### src/design/cml_pkg.sv
`timescale 1ns / 1ps
// ----------------------------------------------------------------------------
// cml_pkg: shared types and constants of the controller mapping learner
// Opcodes, phase and kind codes, register indexes and the structs that pass
// between the learner's units.
// ----------------------------------------------------------------------------
package cml_pkg;

  // report geometry
  localparam int unsigned REPORT_MAX   = 8;
  localparam int unsigned OFFSET_W     = 3;
  localparam int unsigned STEP_W       = 3;

  // default parameter values
  localparam int unsigned DEF_REPORT_BYTES = 8;
  localparam int unsigned DEF_STEP_COUNT   = 6;

  // register file
  localparam int unsigned CFG_IDX_W  = 1;
  localparam int unsigned CFG_DATA_W = 16;
  localparam int unsigned TARGET_W   = 16;
  localparam int unsigned MARGIN_W   = 7;

  localparam logic [CFG_IDX_W-1:0] REG_IDLE_SAMPLE_TARGET = 1'b0;
  localparam logic [CFG_IDX_W-1:0] REG_JITTER_MARGIN      = 1'b1;

  localparam logic [TARGET_W-1:0] TARGET_RESET = 16'd2000;
  localparam logic [MARGIN_W-1:0] MARGIN_RESET = 7'd2;

  typedef logic [7:0] byte_t;

  localparam byte_t BYTE_MAX = 8'hFF;
  localparam byte_t BYTE_MIN = 8'h00;

  // request opcodes
  localparam logic [1:0] OP_REPORT = 2'd0;
  localparam logic [1:0] OP_START  = 2'd1;
  localparam logic [1:0] OP_ABORT  = 2'd2;

  // phase codes
  localparam logic [1:0] PHASE_INACTIVE = 2'd0;
  localparam logic [1:0] PHASE_SCAN     = 2'd1;
  localparam logic [1:0] PHASE_PRESS    = 2'd2;
  localparam logic [1:0] PHASE_RELEASE  = 2'd3;

  // mapping kinds
  localparam logic [1:0] KIND_NEG_AXIS = 2'd0;
  localparam logic [1:0] KIND_POS_AXIS = 2'd1;
  localparam logic [1:0] KIND_BUTTON   = 2'd2;

  // control from the sequencer to the idle range store
  typedef struct packed {
    logic clear;
    logic sample;
    logic margin;
  } range_ctrl_t;

  // outcome of the deviation search
  typedef struct packed {
    logic                hit;
    logic [OFFSET_W-1:0] offset;
    logic [1:0]          kind;
    byte_t               threshold;
  } match_t;

endpackage

### src/design/cml_if.sv
`timescale 1ns / 1ps
// ----------------------------------------------------------------------------
// cml_if: request, result and register channels of the mapping learner
// Valid/ready channels; a request moves at an edge with valid and ready high.
// ----------------------------------------------------------------------------
interface cml_item_if;
  import cml_pkg::*;
  logic       valid;
  logic       ready;
  logic [1:0] op;
  byte_t      report_byte_0;
  byte_t      report_byte_1;
  byte_t      report_byte_2;
  byte_t      report_byte_3;
  byte_t      report_byte_4;
  byte_t      report_byte_5;
  byte_t      report_byte_6;
  byte_t      report_byte_7;

  modport source (output valid, op, report_byte_0, report_byte_1, report_byte_2,
                  report_byte_3, report_byte_4, report_byte_5, report_byte_6,
                  report_byte_7, input ready);
  modport sink   (input valid, op, report_byte_0, report_byte_1, report_byte_2,
                  report_byte_3, report_byte_4, report_byte_5, report_byte_6,
                  report_byte_7, output ready);
endinterface

interface cml_result_if;
  import cml_pkg::*;
  logic                valid;
  logic                ready;
  logic [1:0]          phase;
  logic [STEP_W-1:0]   step_index;
  logic                map_valid;
  logic [OFFSET_W-1:0] map_offset;
  logic [1:0]          map_kind;
  byte_t               map_threshold;
  logic                learning_done;
  logic                learning_aborted;

  modport source (output valid, phase, step_index, map_valid, map_offset, map_kind,
                  map_threshold, learning_done, learning_aborted, input ready);
  modport sink   (input valid, phase, step_index, map_valid, map_offset, map_kind,
                  map_threshold, learning_done, learning_aborted, output ready);
endinterface

interface cml_cfg_if;
  import cml_pkg::*;
  logic                  valid;
  logic                  ready;
  logic [CFG_IDX_W-1:0]  index;
  logic [CFG_DATA_W-1:0] data;

  modport source (output valid, index, data, input ready);
  modport sink   (input valid, index, data, output ready);
endinterface

### src/design/cml_range_store.sv
`timescale 1ns / 1ps
// ----------------------------------------------------------------------------
// cml_range_store: per-byte idle minimum and maximum
// Clears, widens with a sampled report and applies the jitter margin.
// ----------------------------------------------------------------------------
module cml_range_store #(
  parameter int unsigned REPORT_BYTES = cml_pkg::DEF_REPORT_BYTES
) (
  input  logic                              clk_i,
  input  logic                              rst_ni,
  input  cml_pkg::range_ctrl_t              ctrl_i,
  input  cml_pkg::byte_t                    bytes_i [cml_pkg::REPORT_MAX],
  input  logic [cml_pkg::MARGIN_W-1:0]      margin_i,
  output cml_pkg::byte_t                    low_o   [REPORT_BYTES],
  output cml_pkg::byte_t                    high_o  [REPORT_BYTES]
);
  import cml_pkg::*;

  byte_t low_q  [REPORT_BYTES];
  byte_t high_q [REPORT_BYTES];
  byte_t low_d  [REPORT_BYTES];
  byte_t high_d [REPORT_BYTES];
  byte_t margin;
  byte_t high_limit;

  assign margin     = {1'b0, margin_i};
  assign high_limit = BYTE_MAX - margin;

  always_comb begin
    for (int i = 0; i < REPORT_BYTES; i++) begin
      low_d[i]  = low_q[i];
      high_d[i] = high_q[i];
      if (ctrl_i.clear) begin
        low_d[i]  = BYTE_MAX;
        high_d[i] = BYTE_MIN;
      end else if (ctrl_i.sample) begin
        if (bytes_i[i] < low_q[i])  low_d[i]  = bytes_i[i];
        if (bytes_i[i] > high_q[i]) high_d[i] = bytes_i[i];
        // last sample: open the range by the margin where it fits
        if (ctrl_i.margin) begin
          if (low_d[i] > margin)      low_d[i]  = low_d[i] - margin;
          if (high_d[i] < high_limit) high_d[i] = high_d[i] + margin;
        end
      end
    end
  end

  always_ff @(posedge clk_i or negedge rst_ni) begin
    if (!rst_ni) begin
      for (int i = 0; i < REPORT_BYTES; i++) begin
        low_q[i]  <= BYTE_MAX;
        high_q[i] <= BYTE_MIN;
      end
    end else begin
      for (int i = 0; i < REPORT_BYTES; i++) begin
        low_q[i]  <= low_d[i];
        high_q[i] <= high_d[i];
      end
    end
  end

  assign low_o  = low_q;
  assign high_o = high_q;

endmodule

### src/design/cml_match.sv
`timescale 1ns / 1ps
// ----------------------------------------------------------------------------
// cml_match: deviation search and mapping classification
// Picks the lowest byte outside its idle range and classifies it.
// ----------------------------------------------------------------------------
module cml_match #(
  parameter int unsigned REPORT_BYTES = cml_pkg::DEF_REPORT_BYTES
) (
  input  cml_pkg::byte_t  bytes_i [cml_pkg::REPORT_MAX],
  input  cml_pkg::byte_t  low_i   [REPORT_BYTES],
  input  cml_pkg::byte_t  high_i  [REPORT_BYTES],
  output cml_pkg::match_t match_o
);
  import cml_pkg::*;

  logic [OFFSET_W-1:0] pick;
  logic                hit;
  logic [8:0]          sum;
  byte_t               mid;
  byte_t               val;

  // lowest deviating offset wins
  always_comb begin
    hit  = 1'b0;
    pick = '0;
    for (int i = REPORT_BYTES - 1; i >= 0; i--) begin
      if (bytes_i[i] < low_i[i] || bytes_i[i] > high_i[i]) begin
        hit  = 1'b1;
        pick = OFFSET_W'(i);
      end
    end
  end

  assign val = bytes_i[pick];
  assign sum = {1'b0, low_i[pick]} + {1'b0, high_i[pick]};
  assign mid = sum[8:1];

  always_comb begin
    match_o = '0;
    if (hit) begin
      match_o.hit    = 1'b1;
      match_o.offset = pick;
      if (val < mid) begin
        match_o.kind      = KIND_NEG_AXIS;
        match_o.threshold = mid;
      end else if (val > mid) begin
        match_o.kind      = KIND_POS_AXIS;
        match_o.threshold = mid;
      end else begin
        match_o.kind      = KIND_BUTTON;
        match_o.threshold = val;
      end
    end
  end

endmodule

### src/design/controller_mapping_learner_unit.sv
`timescale 1ns / 1ps
// ----------------------------------------------------------------------------
// controller_mapping_learner_unit: learns a controller mapping from reports
// Idle range scan, then one captured control per step, with abort support.
// ----------------------------------------------------------------------------
// The block takes one request per clock cycle while the output register can
// drain, and gives one result for each. A request is held in an input
// register, the learner state is updated from it and the result is loaded
// into the output register once that register can take it; the rate is set
// by the single pass through the byte compares and priority pick between
// those two registers. Both sides may stall freely: the input register keeps
// taking requests as long as the output register can drain.
// A start request clears the idle ranges and begins a scan of
// idle_sample_target reports; the jitter margin is applied on the last one.
// Each of STEP_COUNT steps then captures the first report that leaves the
// idle range and waits for a fully idle report. Registers may be written only
// while no request is in flight; reset sets all but the data registers directly.
// ----------------------------------------------------------------------------
module controller_mapping_learner_unit #(
  parameter int unsigned REPORT_BYTES = cml_pkg::DEF_REPORT_BYTES,
  parameter int unsigned STEP_COUNT   = cml_pkg::DEF_STEP_COUNT
) (
  input  logic         clk_i,
  input  logic         rst_ni,
  cml_item_if.sink     item_i,
  cml_result_if.source result_o,
  cml_cfg_if.sink      cfg_i
);
  import cml_pkg::*;

  // register file
  logic [TARGET_W-1:0] target_q;
  logic [MARGIN_W-1:0] margin_q;

  // input register
  logic       s1_valid_q;
  logic [1:0] s1_op_q;
  byte_t      s1_bytes_q [REPORT_MAX];
  logic       advance;

  // learner state
  logic [TARGET_W-1:0] samples_q, samples_d;
  logic [STEP_W-1:0]   step_q, step_d;
  logic                await_q, await_d;
  logic                active_q, active_d;

  // result register
  logic                out_valid_q;
  logic [1:0]          phase_q, phase_d;
  match_t              map_q, map_d;
  logic                done_q, done_d;
  logic                aborted_q, aborted_d;

  range_ctrl_t         range_ctrl;
  byte_t               low  [REPORT_BYTES];
  byte_t               high [REPORT_BYTES];
  match_t              match;
  logic [TARGET_W-1:0] samples_inc;
  logic [STEP_W-1:0]   step_inc;
  logic                scanning;

  // configuration writes are always taken
  assign cfg_i.ready = 1'b1;

  always_ff @(posedge clk_i or negedge rst_ni) begin
    if (!rst_ni) begin
      target_q <= TARGET_RESET;
      margin_q <= MARGIN_RESET;
    end else if (cfg_i.valid) begin
      case (cfg_i.index)
        REG_IDLE_SAMPLE_TARGET: target_q <= cfg_i.data;
        REG_JITTER_MARGIN:      margin_q <= cfg_i.data[MARGIN_W-1:0];
        default:                ;
      endcase
    end
  end

  // the input register moves on whenever the result register can take it
  assign advance      = s1_valid_q && (!out_valid_q || result_o.ready);
  assign item_i.ready = !s1_valid_q || advance;

  always_ff @(posedge clk_i or negedge rst_ni) begin
    if (!rst_ni) begin
      s1_valid_q <= 1'b0;
    end else if (item_i.ready) begin
      s1_valid_q <= item_i.valid;
    end
  end

  always_ff @(posedge clk_i) begin
    if (item_i.valid && item_i.ready) begin
      s1_op_q       <= item_i.op;
      s1_bytes_q[0] <= item_i.report_byte_0;
      s1_bytes_q[1] <= item_i.report_byte_1;
      s1_bytes_q[2] <= item_i.report_byte_2;
      s1_bytes_q[3] <= item_i.report_byte_3;
      s1_bytes_q[4] <= item_i.report_byte_4;
      s1_bytes_q[5] <= item_i.report_byte_5;
      s1_bytes_q[6] <= item_i.report_byte_6;
      s1_bytes_q[7] <= item_i.report_byte_7;
    end
  end

  cml_range_store #(
    .REPORT_BYTES (REPORT_BYTES)
  ) u_range (
    .clk_i    (clk_i),
    .rst_ni   (rst_ni),
    .ctrl_i   (range_ctrl),
    .bytes_i  (s1_bytes_q),
    .margin_i (margin_q),
    .low_o    (low),
    .high_o   (high)
  );

  cml_match #(
    .REPORT_BYTES (REPORT_BYTES)
  ) u_match (
    .bytes_i (s1_bytes_q),
    .low_i   (low),
    .high_i  (high),
    .match_o (match)
  );

  assign samples_inc = samples_q + TARGET_W'(1);
  assign step_inc    = step_q + STEP_W'(1);
  assign scanning    = samples_q < target_q;

  // sequencer: one request updates the state in a single pass
  always_comb begin
    samples_d  = samples_q;
    step_d     = step_q;
    await_d    = await_q;
    active_d   = active_q;
    range_ctrl = '0;
    map_d      = '0;
    done_d     = 1'b0;
    aborted_d  = 1'b0;
    if (advance) begin
      case (s1_op_q)
        OP_START: begin
          range_ctrl.clear = 1'b1;
          samples_d        = '0;
          step_d           = '0;
          await_d          = 1'b0;
          active_d         = 1'b1;
        end
        OP_ABORT: begin
          if (active_q) begin
            active_d  = 1'b0;
            await_d   = 1'b0;
            aborted_d = 1'b1;
          end
        end
        OP_REPORT: begin
          if (active_q) begin
            if (scanning) begin
              // widen the idle range, margin on the last sample
              range_ctrl.sample = 1'b1;
              range_ctrl.margin = samples_inc == target_q;
              samples_d         = samples_inc;
            end else if (!await_q) begin
              if (match.hit) begin
                map_d   = match;
                await_d = 1'b1;
              end
            end else if (!match.hit) begin
              // idle again: next step
              await_d = 1'b0;
              step_d  = step_inc;
              if (step_inc >= STEP_W'(STEP_COUNT)) begin
                active_d = 1'b0;
                done_d   = 1'b1;
              end
            end
          end
        end
        default: ;
      endcase
    end
  end

  // phase as seen after the request
  always_comb begin
    phase_d = PHASE_INACTIVE;
    if (active_d) begin
      if (samples_d < target_q) phase_d = PHASE_SCAN;
      else if (await_d)         phase_d = PHASE_RELEASE;
      else                      phase_d = PHASE_PRESS;
    end
  end

  always_ff @(posedge clk_i or negedge rst_ni) begin
    if (!rst_ni) begin
      samples_q <= '0;
      step_q    <= '0;
      await_q   <= 1'b0;
      active_q  <= 1'b0;
    end else begin
      samples_q <= samples_d;
      step_q    <= step_d;
      await_q   <= await_d;
      active_q  <= active_d;
    end
  end

  // result register
  always_ff @(posedge clk_i or negedge rst_ni) begin
    if (!rst_ni) begin
      out_valid_q <= 1'b0;
    end else if (advance) begin
      out_valid_q <= 1'b1;
    end else if (result_o.ready) begin
      out_valid_q <= 1'b0;
    end
  end

  always_ff @(posedge clk_i) begin
    if (advance) begin
      phase_q   <= phase_d;
      map_q     <= map_d;
      done_q    <= done_d;
      aborted_q <= aborted_d;
    end
  end

  // step index is sampled with the rest of the result
  logic [STEP_W-1:0] step_out_q;

  always_ff @(posedge clk_i) begin
    if (advance) begin
      step_out_q <= step_d;
    end
  end

  assign result_o.valid            = out_valid_q;
  assign result_o.phase            = phase_q;
  assign result_o.step_index       = step_out_q;
  assign result_o.map_valid        = map_q.hit;
  assign result_o.map_offset       = map_q.offset;
  assign result_o.map_kind         = map_q.kind;
  assign result_o.map_threshold    = map_q.threshold;
  assign result_o.learning_done    = done_q;
  assign result_o.learning_aborted = aborted_q;

endmodule

### src/flat_wrapper.sv
// flat-port wrapper written by rule: the top's interface ports become plain ports
module controller_mapping_learner_unit_flat import cml_pkg::*;
#(
  parameter int unsigned REPORT_BYTES = cml_pkg::DEF_REPORT_BYTES,
  parameter int unsigned STEP_COUNT   = cml_pkg::DEF_STEP_COUNT
)
  (clk_i, rst_ni, item_i_valid, item_i_op, item_i_report_byte_0, item_i_report_byte_1, item_i_report_byte_2, item_i_report_byte_3, item_i_report_byte_4, item_i_report_byte_5, item_i_report_byte_6, item_i_report_byte_7, item_i_ready, result_o_valid, result_o_phase, result_o_step_index, result_o_map_valid, result_o_map_offset, result_o_map_kind, result_o_map_threshold, result_o_learning_done, result_o_learning_aborted, result_o_ready, cfg_i_valid, cfg_i_index, cfg_i_data, cfg_i_ready);
  cml_item_if item_i_i ();
  cml_result_if result_o_i ();
  cml_cfg_if cfg_i_i ();
  input  logic clk_i;
  input  logic rst_ni;
  input wire logic [$bits(item_i_i.valid)-1:0] item_i_valid;
  input wire logic [$bits(item_i_i.op)-1:0] item_i_op;
  input wire logic [$bits(item_i_i.report_byte_0)-1:0] item_i_report_byte_0;
  input wire logic [$bits(item_i_i.report_byte_1)-1:0] item_i_report_byte_1;
  input wire logic [$bits(item_i_i.report_byte_2)-1:0] item_i_report_byte_2;
  input wire logic [$bits(item_i_i.report_byte_3)-1:0] item_i_report_byte_3;
  input wire logic [$bits(item_i_i.report_byte_4)-1:0] item_i_report_byte_4;
  input wire logic [$bits(item_i_i.report_byte_5)-1:0] item_i_report_byte_5;
  input wire logic [$bits(item_i_i.report_byte_6)-1:0] item_i_report_byte_6;
  input wire logic [$bits(item_i_i.report_byte_7)-1:0] item_i_report_byte_7;
  output wire logic [$bits(item_i_i.ready)-1:0] item_i_ready;
  output wire logic [$bits(result_o_i.valid)-1:0] result_o_valid;
  output wire logic [$bits(result_o_i.phase)-1:0] result_o_phase;
  output wire logic [$bits(result_o_i.step_index)-1:0] result_o_step_index;
  output wire logic [$bits(result_o_i.map_valid)-1:0] result_o_map_valid;
  output wire logic [$bits(result_o_i.map_offset)-1:0] result_o_map_offset;
  output wire logic [$bits(result_o_i.map_kind)-1:0] result_o_map_kind;
  output wire logic [$bits(result_o_i.map_threshold)-1:0] result_o_map_threshold;
  output wire logic [$bits(result_o_i.learning_done)-1:0] result_o_learning_done;
  output wire logic [$bits(result_o_i.learning_aborted)-1:0] result_o_learning_aborted;
  input wire logic [$bits(result_o_i.ready)-1:0] result_o_ready;
  input wire logic [$bits(cfg_i_i.valid)-1:0] cfg_i_valid;
  input wire logic [$bits(cfg_i_i.index)-1:0] cfg_i_index;
  input wire logic [$bits(cfg_i_i.data)-1:0] cfg_i_data;
  output wire logic [$bits(cfg_i_i.ready)-1:0] cfg_i_ready;
  assign item_i_i.valid = item_i_valid;
  assign item_i_i.op = item_i_op;
  assign item_i_i.report_byte_0 = item_i_report_byte_0;
  assign item_i_i.report_byte_1 = item_i_report_byte_1;
  assign item_i_i.report_byte_2 = item_i_report_byte_2;
  assign item_i_i.report_byte_3 = item_i_report_byte_3;
  assign item_i_i.report_byte_4 = item_i_report_byte_4;
  assign item_i_i.report_byte_5 = item_i_report_byte_5;
  assign item_i_i.report_byte_6 = item_i_report_byte_6;
  assign item_i_i.report_byte_7 = item_i_report_byte_7;
  assign item_i_ready = item_i_i.ready;
  assign result_o_valid = result_o_i.valid;
  assign result_o_phase = result_o_i.phase;
  assign result_o_step_index = result_o_i.step_index;
  assign result_o_map_valid = result_o_i.map_valid;
  assign result_o_map_offset = result_o_i.map_offset;
  assign result_o_map_kind = result_o_i.map_kind;
  assign result_o_map_threshold = result_o_i.map_threshold;
  assign result_o_learning_done = result_o_i.learning_done;
  assign result_o_learning_aborted = result_o_i.learning_aborted;
  assign result_o_i.ready = result_o_ready;
  assign cfg_i_i.valid = cfg_i_valid;
  assign cfg_i_i.index = cfg_i_index;
  assign cfg_i_i.data = cfg_i_data;
  assign cfg_i_ready = cfg_i_i.ready;
  controller_mapping_learner_unit #(.REPORT_BYTES(REPORT_BYTES), .STEP_COUNT(STEP_COUNT)) u_core (.clk_i(clk_i), .rst_ni(rst_ni), .item_i(item_i_i), .result_o(result_o_i), .cfg_i(cfg_i_i));
endmodule
### config.mk
export PLATFORM = sky130hd
export DESIGN_NAME = controller_mapping_learner_unit_flat
export DESIGN_NICKNAME = d
export VERILOG_FILES = /design/src/design/cml_pkg.sv /design/src/design/cml_if.sv /design/src/design/cml_range_store.sv /design/src/design/cml_match.sv /design/src/design/controller_mapping_learner_unit.sv /design/src/flat_wrapper.sv
export SDC_FILE = /design/constraint.sdc
export NUM_CORES = 1
export LEC_CHECK = 0
export BUFFER_PORTS_ARGS = -buffer_cell sky130_fd_sc_hd__buf_2
export CELL_PAD_IN_SITES_DETAIL_PLACEMENT = 1
export CELL_PAD_IN_SITES_GLOBAL_PLACEMENT = 1
export CORE_ASPECT_RATIO = 0.6
export CORE_UTILIZATION = 47
export DETAILED_ROUTE_END_ITERATION = 7
export PLACE_DENSITY = 0.91
export SYNTH_ARGS = -nofsm -noshare
export SYNTH_HDL_FRONTEND = slang
export SYNTH_SLANG_ARGS = --single-unit
### constraint.sdc
create_clock -name clk_i -period 7.1 [get_ports clk_i]
set_input_delay 1.42 -clock clk_i [delete_from_list [all_inputs] [get_ports clk_i]]
set_output_delay 1.42 -clock clk_i [all_outputs]
set_load 0.005 [all_outputs]
==> flow_summary.html, run 1 <==
<table>
<tr><th>Metric</th><th>Value</th></tr>
<tr><th colspan="2">Run status</th></tr>
<tr><td>Outcome</td><td>complete, no violations</td></tr>
<tr><th colspan="2">GRT</th></tr>
<tr><td>Maximum number of pins on one net before global-route repair</td><td>71</td></tr>
<tr><td>Overall fraction of global-route tracks in use</td><td>36.4%</td></tr>
<tr><td>Number of global-route vias before repair</td><td>23,000</td></tr>
<tr><td>Sum of overflow across all layers after global routing</td><td>0</td></tr>
<tr><td>First-pass GRT wire length</td><td>140,000 um</td></tr>
<tr><td>Antenna violations before repair</td><td>4</td></tr>
<tr><th colspan="2">STA</th></tr>
<tr><td>Unrepaired setup endpoints after global routing</td><td>false</td></tr>
<tr><td>Final worst path period need</td><td>6.77 ns</td></tr>
<tr><td>Post-route setup TNS</td><td>0 ns</td></tr>
<tr><td>Pins over their slew limit</td><td>0</td></tr>
<tr><td>Crit share post-route</td><td>95.3%</td></tr>
<tr><td>Endpoints failing setup</td><td>0</td></tr>
<tr><td>Actual slew at the worst max-slew pin</td><td>1.22 ns</td></tr>
<tr><td>Max Clock Freq</td><td>148 MHz</td></tr>
<tr><td>Final clock skew</td><td>0.0104 ns</td></tr>
<tr><td>Endpoints failing hold</td><td>0</td></tr>
<tr><td>Max-slew headroom at the worst pin</td><td>18.3%</td></tr>
<tr><th colspan="2">CTS</th></tr>
<tr><td>CTS Buf Count</td><td>30</td></tr>
<tr><td>Depth of the CTS H-tree</td><td>1</td></tr>
<tr><td>CTS tree</td><td>yes</td></tr>
<tr><td>Buffers from clock root to sink, at most</td><td>3</td></tr>
<tr><td>Clock slew seen by the registers of the worst setup and hold paths</td><td>0.07 ns</td></tr>
<tr><td>Total number of clock tree sinks</td><td>261</td></tr>
<tr><td>Clock latency on the worst-skew pair</td><td>0.60 ns</td></tr>
<tr><td>Cell chosen for the clock root</td><td>clkbuf_16</td></tr>
<tr><th colspan="2">Pwr</th></tr>
<tr><td>Static Leakage</td><td>0.0115 uW</td></tr>
<tr><td>Worst ir drop on vdd</td><td>0.207 mV</td></tr>
<tr><td>Total power divided by cell area</td><td>323 mW/mm^2</td></tr>
<tr><th colspan="2">Final layout</th></tr>
<tr><td>Cell Count, Final, Fillers Out</td><td>3,413</td></tr>
<tr><td>Area growth syn-to-layout</td><td>10.6%</td></tr>
<tr><td># nets final</td><td>3,140</td></tr>
<tr><td>Footprint of the multi-input gates</td><td>0.0150 mm^2</td></tr>
<tr><td>Register area</td><td>0.00706 mm^2</td></tr>
<tr><td>Filler instances</td><td>5,694</td></tr>
<tr><td>Share of layout cells above drive strength 1</td><td>14.5%</td></tr>
<tr><td>Commonest non-fill, non-tap cells in the layout</td><td>ha_1, o21ai_0, nand2_1</td></tr>
<tr><td>Most frequent standard cell in the layout excluding fill and tap cells</td><td>ha_1</td></tr>
<tr><th colspan="2">Route</th></tr>
<tr><td>Total Routed Length</td><td>92,700 um</td></tr>
<tr><td>Remaining antenna violation count</td><td>0</td></tr>
<tr><td>Overall via count from detail_route</td><td>22,200</td></tr>
<tr><td>Drc violations</td><td>0</td></tr>
<tr><td>Routed WL per cell</td><td>27.2 um</td></tr>
<tr><td>Post-detailed-route via-to-cell ratio</td><td>6.49</td></tr>
<tr><td>Initial drt markers</td><td>2,126</td></tr>
<tr><td>Number of optimization iterations in the first detailed-route pass</td><td>5</td></tr>
<tr><th colspan="2">Synthesis</th></tr>
<tr><td>Syn_area_per_cell</td><td>8.76 um^2</td></tr>
<tr><td>Prevailing post-synth register cell</td><td>dfrtp_1</td></tr>
<tr><td>Post-synth design cell area</td><td>0.0232 mm^2</td></tr>
<tr><td>Number of distinct library cells after synthesis</td><td>74</td></tr>
<tr><td>Post-synthesis cell count</td><td>2,651</td></tr>
<tr><td>Cells taking the most area after synthesis</td><td>ha_1, edfxtp_1, dfrtp_1</td></tr>
<tr><td>Count of flip-flops with a built-in enable after synthesis</td><td>87</td></tr>
<tr><td>Fraction of synthesized cell area taken by the top area cell type</td><td>15.6%</td></tr>
<tr><td>Synth Register Bits</td><td>261</td></tr>
<tr><td>Synth area leader</td><td>ha_1</td></tr>
<tr><td>Nets in the synthesized netlist</td><td>3,045</td></tr>
<tr><td>Yosys warns</td><td>0</td></tr>
<tr><td>Portion of the post-synthesis area used by sequential elements</td><td>30.4%</td></tr>
<tr><td>Share of flip-flops with an asynchronous set or reset after synthesis</td><td>66.7%</td></tr>
<tr><th colspan="2">Setup path</th></tr>
<tr><td>Max incr delay on CP</td><td>0.50 ns</td></tr>
<tr><td>Data arrival time of the critical path</td><td>7.23 ns</td></tr>
<tr><td>Category of the worst setup path capture point</td><td>flop</td></tr>
<tr><td>R2R depth</td><td>28</td></tr>
<tr><td>Reg-to-Reg Start</td><td>u_core.s1_bytes_q[57]</td></tr>
<tr><td>Timing endpoint of the critical path</td><td>u_core.result_o.map_threshold[4]</td></tr>
<tr><td>Worst reg2reg endpoint</td><td>u_core.result_o.map_threshold[4]</td></tr>
<tr><td>Cell with the largest stage delay on the worst path</td><td>edfxtp_1</td></tr>
<tr><td>Worst-path maximum fanout</td><td>55</td></tr>
<tr><td>Setup slack of the most critical reg-to-reg path</td><td>0.33 ns</td></tr>
<tr><td>Startpoint Class</td><td>flop</td></tr>
<tr><td>Data required time at the worst endpoint</td><td>7.56 ns</td></tr>
<tr><td>Critical path startpoint</td><td>u_core.s1_bytes_q[57]</td></tr>
<tr><td>Critical Setup Path Class</td><td>flop to flop</td></tr>
<tr><th colspan="2">Placed design</th></tr>
<tr><td>Placer's final routability congestion estimate</td><td>1.01</td></tr>
<tr><td>Port bufs</td><td>110</td></tr>
<tr><td>Sum of net half-perimeters after detailed placement</td><td>68,600 um</td></tr>
<tr><td>Cell Count Post-Placement</td><td>3,350</td></tr>
<tr><th colspan="2">Floorplanning</th></tr>
<tr><td>Overall die area</td><td>0.0503 mm^2</td></tr>
<tr><td>Core footprint</td><td>0.0483 mm^2</td></tr>
<tr><td>Die Ht</td><td>174 um</td></tr>
<tr><td>Number of I/O pins</td><td>112</td></tr>
<tr><td>Number of core rows</td><td>62</td></tr>
<tr><td>Die X-Extent</td><td>289 um</td></tr>
<tr><td>Initial Utilization</td><td>48.1%</td></tr>
<tr><th colspan="2">Worst hold path</th></tr>
<tr><td>Classification of the worst-slack hold path</td><td>flop to flop</td></tr>
<tr><th colspan="2">Flow run</th></tr>
<tr><td>Max-cap check violation count</td><td>0</td></tr>
</table>
-- Yosys cell counts, types with 67 or more instances --
library cell,instances
edfxtp_1,87
mux2_2,75
ha_1,289
nand2_1,253
mux2i_1,80
dfstp_2,71
nor2_1,119
clkbuf_1,80
dfrtp_1,103
inv_1,232
xnor2_1,69
o21ai_0,284
a21o_1,67
a21oi_1,182
-- report_power, final --
group / switching (uW) / internal, uW
Clock: 727 / 906
Sequential: 279 / 1890
Combinational: 2720 / 1760
-- kinds of logic (layout without fill, tap and decap cells) --
group / count (synthesis) / in the layout / synth area share [%]
compound gates: 847 / 848 / 22.7
simple gates: 638 / 638 / 13.2
buf+inv: 336 / 454 / 5.56
fa+ha+maj: 306 / 306 / 17.0
flops: 261 / 261 / 30.4
mux: 155 / 155 / 7.08
xor+xnor: 107 / 107 / 4.03
other cells: 1 / 4 / 0.0161
-- worst min path at each step --
stage	cells past startpoint	from	end	slack (ns)
finish	1	u_core.u_range.high_o[63]	u_core.u_range.high_o[63]	0.51
global route	1	u_core.u_range.high_o[63]	u_core.u_range.high_o[63]	0.52
CTS	1	u_core.u_range.high_o[55]	u_core.u_range.high_o[55]	0.51
detailed placement	1	u_core.u_range.high_o[63]	u_core.u_range.high_o[63]	0.49
global placement	1	u_core.s1_valid_q	u_core.result_o.valid	0.48
floorplan	1	u_core.s1_valid_q	u_core.result_o.valid	0.46
-- flip-flops by register name, indices dropped and copies added, names as in the netlist, 3 cells and up --
| signal | count |
|---|---|
| u_core.result_o.step_index | 3 |
| u_core.margin_q | 7 |
| u_core.result_o.map_threshold | 8 |
| u_core.samples_q | 16 |
| u_core.s1_bytes_q | 64 |
| u_core.u_range.high_o | 64 |
| u_core.target_q | 16 |
| u_core.step_q | 3 |
| u_core.result_o.map_offset | 3 |
| u_core.u_range.low_o | 64 |
-- worst max-delay path, delay by kind of cell (launching register included) --
family,cells,cell delay [ns]
xor gates and xnor gates,1,0.20
DFF,1,0.50
adders and majority gates,3,1.09
and+or+nand+nor,7,1.49
AOI/OAI and AO/OA,13,2.30
muxes,1,0.36
buffers and inverters,3,0.64
-- through the flow --
stage / total power, uW / utilization [%] / setup WS (ns) / hold WS (ns) / cell area [um^2]
finish: 8290 / 53.2 / 0.330 / 0.507 / 25700
global placement: 6150 / 51.0 / 0.645 / 0.476 / 24600
floorplan: 5100 / - / 0.657 / 0.457 / 23200
global route: 8760 / 53.1 / 0.00896 / 0.516 / 25700
detailed placement: 6480 / 51.0 / 0.362 / 0.486 / 24600
CTS: 8160 / 53.0 / 0.283 / 0.509 / 25600
-- area by class of cell --
class | instances | area share [%]
Tap cell | 640 | 3.12
Inverter | 233 | 3.40
Multi-Input combinational cell | 2055 | 58.3
Antenna cell | 3 | 0.0292
Sequential cell | 261 | 27.5
Timing Repair Buffer | 165 | 3.90
Clock buffer | 39 | 3.29
Clock inverter | 17 | 0.521
-- layer usage --
layer | up-vias | global-route usage [%] | wire (um)
met2 | 1021 | 53.7 | 39100
met4 | 2 | 14.8 | 3960
met3 | 239 | 9.54 | 9020
met5 | - | 0 | 10
li1 | 9810 | - | -
met1 | 11100 | 50.3 | 40600
-- repair_timing --
item / 4_1_cts / 5_1_grt
setup endpoints to repair: 0 / 8
gates resized for setup: 0 / 8
hold buffers: 0 / 0
setup buffers: 0 / 3
(Power assumes the default switching activity.)
==> inputs of run 2 (changes only) <==
- CORE_MARGIN: unset -> 2
==> flow_summary.html, run 2 (synthesis gave the netlist of run 1 again) <==
<table>
<tr><th>Metric</th><th>Value</th></tr>
<tr><th colspan="2">Route</th></tr>
<tr><td>Overall via count from detail_route</td><td>22,900 (+3.3%)</td></tr>
<tr><td>Remaining antenna violation count</td><td>0 (unchanged)</td></tr>
<tr><td>Routed WL per cell</td><td>28.0 um (+3.1%)</td></tr>
<tr><td>Initial drt markers</td><td>2,597 (+22%)</td></tr>
<tr><td>Drc violations</td><td>0 (unchanged)</td></tr>
<tr><td>Post-detailed-route via-to-cell ratio</td><td>6.67 (+2.7%)</td></tr>
<tr><td>Total Routed Length</td><td>96,100 um (+3.7%)</td></tr>
<tr><td>Number of optimization iterations in the first detailed-route pass</td><td>7 (+2)</td></tr>
<tr><th colspan="2">CTS</th></tr>
<tr><td>Hold-fix buffers at CTS</td><td>0 (unchanged)</td></tr>
<tr><td>Buffers from clock root to sink, at most</td><td>3 (unchanged)</td></tr>
<tr><td>Clock latency on the worst-skew pair</td><td>0.61 ns (about the same)</td></tr>
<tr><td>CTS Buf Count</td><td>30 (unchanged)</td></tr>
<tr><td>Depth of the CTS H-tree</td><td>1 (unchanged)</td></tr>
<tr><td>CTS tree</td><td>yes</td></tr>
<tr><td>Total number of clock tree sinks</td><td>261 (unchanged)</td></tr>
<tr><td>Cell chosen for the clock root</td><td>clkbuf_16</td></tr>
<tr><td>Clock slew seen by the registers of the worst setup and hold paths</td><td>0.06 ns (about the same)</td></tr>
<tr><th colspan="2">GRT</th></tr>
<tr><td>Maximum number of pins on one net before global-route repair</td><td>143 (+100%)</td></tr>
<tr><td>First-pass GRT wire length</td><td>142,000 um (+1.5%)</td></tr>
<tr><td>Overall fraction of global-route tracks in use</td><td>36.2% (-0.26 points)</td></tr>
<tr><td>Sum of overflow across all layers after global routing</td><td>0 (unchanged)</td></tr>
<tr><td>Antenna violations before repair</td><td>8 (+4)</td></tr>
<tr><td>Number of global-route vias before repair</td><td>23,400 (+1.8%)</td></tr>
<tr><th colspan="2">Floorplanning</th></tr>
<tr><td>Die X-Extent</td><td>291 um (+0.69%)</td></tr>
<tr><td>Number of I/O pins</td><td>112 (unchanged)</td></tr>
<tr><td>Core footprint</td><td>0.0491 mm^2 (+1.6%)</td></tr>
<tr><td>Initial Utilization</td><td>47.3% (-0.76 points)</td></tr>
<tr><td>Overall die area</td><td>0.0513 mm^2 (+1.8%)</td></tr>
<tr><td>Number of core rows</td><td>63 (+1.6%)</td></tr>
<tr><td>Die Ht</td><td>176 um (+1.1%)</td></tr>
<tr><th colspan="2">Final layout</th></tr>
<tr><td>Commonest non-fill, non-tap cells in the layout</td><td>ha_1, o21ai_0, nand2_1</td></tr>
<tr><td>Most frequent standard cell in the layout excluding fill and tap cells</td><td>ha_1</td></tr>
<tr><td>Area growth syn-to-layout</td><td>11.2%</td></tr>
<tr><td>Filler instances</td><td>5,788 (+1.7%)</td></tr>
<tr><td>Non-Filler Cell Area, Final</td><td>0.0258 mm^2 (+0.51%)</td></tr>
<tr><td># nets final</td><td>3,146 (+0.19%)</td></tr>
<tr><td>Share of layout cells above drive strength 1</td><td>14.9% (+0.47 points)</td></tr>
<tr><th colspan="2">Setup path</th></tr>
<tr><td>Startpoint Class</td><td>flop</td></tr>
<tr><td>Data arrival time of the critical path</td><td>7.24 ns (about the same)</td></tr>
<tr><td>Cell with the largest stage delay on the worst path</td><td>edfxtp_1</td></tr>
<tr><td>Max incr delay on CP</td><td>0.72 ns (+0.22 ns)</td></tr>
<tr><td>Worst-path maximum fanout</td><td>23 (-58%)</td></tr>
<tr><td>Critical Setup Path Class</td><td>flop to flop</td></tr>
<tr><td>Setup slack of the most critical reg-to-reg path</td><td>0.22 ns (-0.11 ns)</td></tr>
<tr><td>Category of the worst setup path capture point</td><td>flop</td></tr>
<tr><td>Data required time at the worst endpoint</td><td>7.45 ns (-0.11 ns)</td></tr>
<tr><th colspan="2">Placed design</th></tr>
<tr><td>Pre-CTS WS</td><td>0.222 ns (-0.141 ns)</td></tr>
<tr><td>Port bufs</td><td>110 (unchanged)</td></tr>
<tr><td>Sum of net half-perimeters after detailed placement</td><td>69,100 um (+0.81%)</td></tr>
<tr><td>Dpl cell area</td><td>0.0247 mm^2 (about the same)</td></tr>
<tr><td>Placer's final routability congestion estimate</td><td>1.01 (+0.60%)</td></tr>
<tr><th colspan="2">STA</th></tr>
<tr><td>Pins over their slew limit</td><td>0 (unchanged)</td></tr>
<tr><td>Endpoints failing hold</td><td>0 (unchanged)</td></tr>
<tr><td>Actual slew at the worst max-slew pin</td><td>1.24 ns (+0.0223 ns)</td></tr>
<tr><td>Max Clock Freq</td><td>145 MHz (-1.6%)</td></tr>
<tr><td>Max-slew headroom at the worst pin</td><td>16.8% (-1.5 points)</td></tr>
<tr><td>Crit share post-route</td><td>96.9% (+1.6 points)</td></tr>
<tr><td>Final worst path period need</td><td>6.88 ns (+0.113 ns)</td></tr>
<tr><td>Endpoints failing setup</td><td>0 (unchanged)</td></tr>
<tr><td>Final clock skew</td><td>0.0165 ns (+0.00610 ns)</td></tr>
<tr><td>Final critical-path setup slack</td><td>0.217 ns (-0.113 ns)</td></tr>
<tr><th colspan="2">Pwr</th></tr>
<tr><td>Static Leakage</td><td>0.0116 uW (+0.28%)</td></tr>
<tr><td>Worst ir drop on vdd</td><td>0.210 mV (+1.4%)</td></tr>
<tr><td>Total power divided by cell area</td><td>325 mW/mm^2 (+0.77%)</td></tr>
<tr><th colspan="2">Worst hold path</th></tr>
<tr><td>Classification of the worst-slack hold path</td><td>flop to flop</td></tr>
<tr><th colspan="2">Run status</th></tr>
<tr><td>Outcome</td><td>complete, no violations</td></tr>
<tr><th colspan="2">Flow run</th></tr>
<tr><td>Max-cap check violation count</td><td>0 (unchanged)</td></tr>
</table>
==> run 2: worst max-delay path: cells and delay by family (launching register included) <==
family,cells,cell delay (ns)
compound gates,11,2.44
xor+xnor,1,0.16
fa+ha+maj,3,1.06
buf+inv,4,0.90
flops,1,0.72
mux,2,0.59
simple gates,5,0.69
==> run 2: report_power, final <==
part	leakage [uW]	total [uW]	switching, uW	internal (uW)
clock	0.000479	1640	737	898
combinational	0.00814	4590	2810	1780
sequential	0.00294	2170	281	1890
==> run 2: routing by layer <==
layer  global-route usage (%)  vias up  wire [um]
met1                     48.3    11500      40100
met3                     8.74      291      10100
li1                         -     9830          -
met4                     15.9       10       4250
met5                        0        -         57
met2                     56.0     1257      41600
==> run 2: final cells by class <==
type | count | area [um^2] | share of cell area, %
clock buffers | 40 | 840 | 3.25
inverters | 233 | 878 | 3.40
multi-input cells | 2057 | 15000 | 58.2
well taps | 650 | 813 | 3.15
flip-flops and latches | 261 | 7060 | 27.3
diodes | 6 | 15.0 | 0.0582
clock inverters | 16 | 130 | 0.504
repair buffers | 169 | 1060 | 4.09
==> run 2: stage by stage <==
stage	std cells	hold slack, ns	TNS (ns)	power [uW]	utilization (%)
after CTS	3416	0.506	0	8190	52.2
final	3432	0.501	0	8390	52.6
after global placement	3360	0.473	0	6170	50.2
after detailed placement	3360	0.500	0	6510	50.2
after floorplan	2651	0.457	0	5100	-
after global routing	3427	0.531	-0.0144	8850	52.6
==> run 2: final timing paths <==
check	cells after the start	startpoint	end
min in group asynchronous	1	rst_ni	u_core.target_q[13]
max in group asynchronous	2	rst_ni	u_core.u_range.high_o[30]
worst min-delay path	1	u_core.s1_valid_q	u_core.result_o.valid
worst max-delay path	26	u_core.s1_bytes_q[53]	u_core.result_o.map_threshold[4]
worst min register to register	1	u_core.s1_valid_q	u_core.result_o.valid
worst max register to register	26	u_core.s1_bytes_q[53]	u_core.result_o.map_threshold[4]
==> run 2: repair_timing <==
| action | 4_1_cts | 5_1_grt |
|---|---|---|
| resized for setup | 0 | 27 |
| setup buffers | 0 | 7 |
| hold endpoints to repair | 0 | 0 |
| setup endpoints to repair | 0 | 9 |
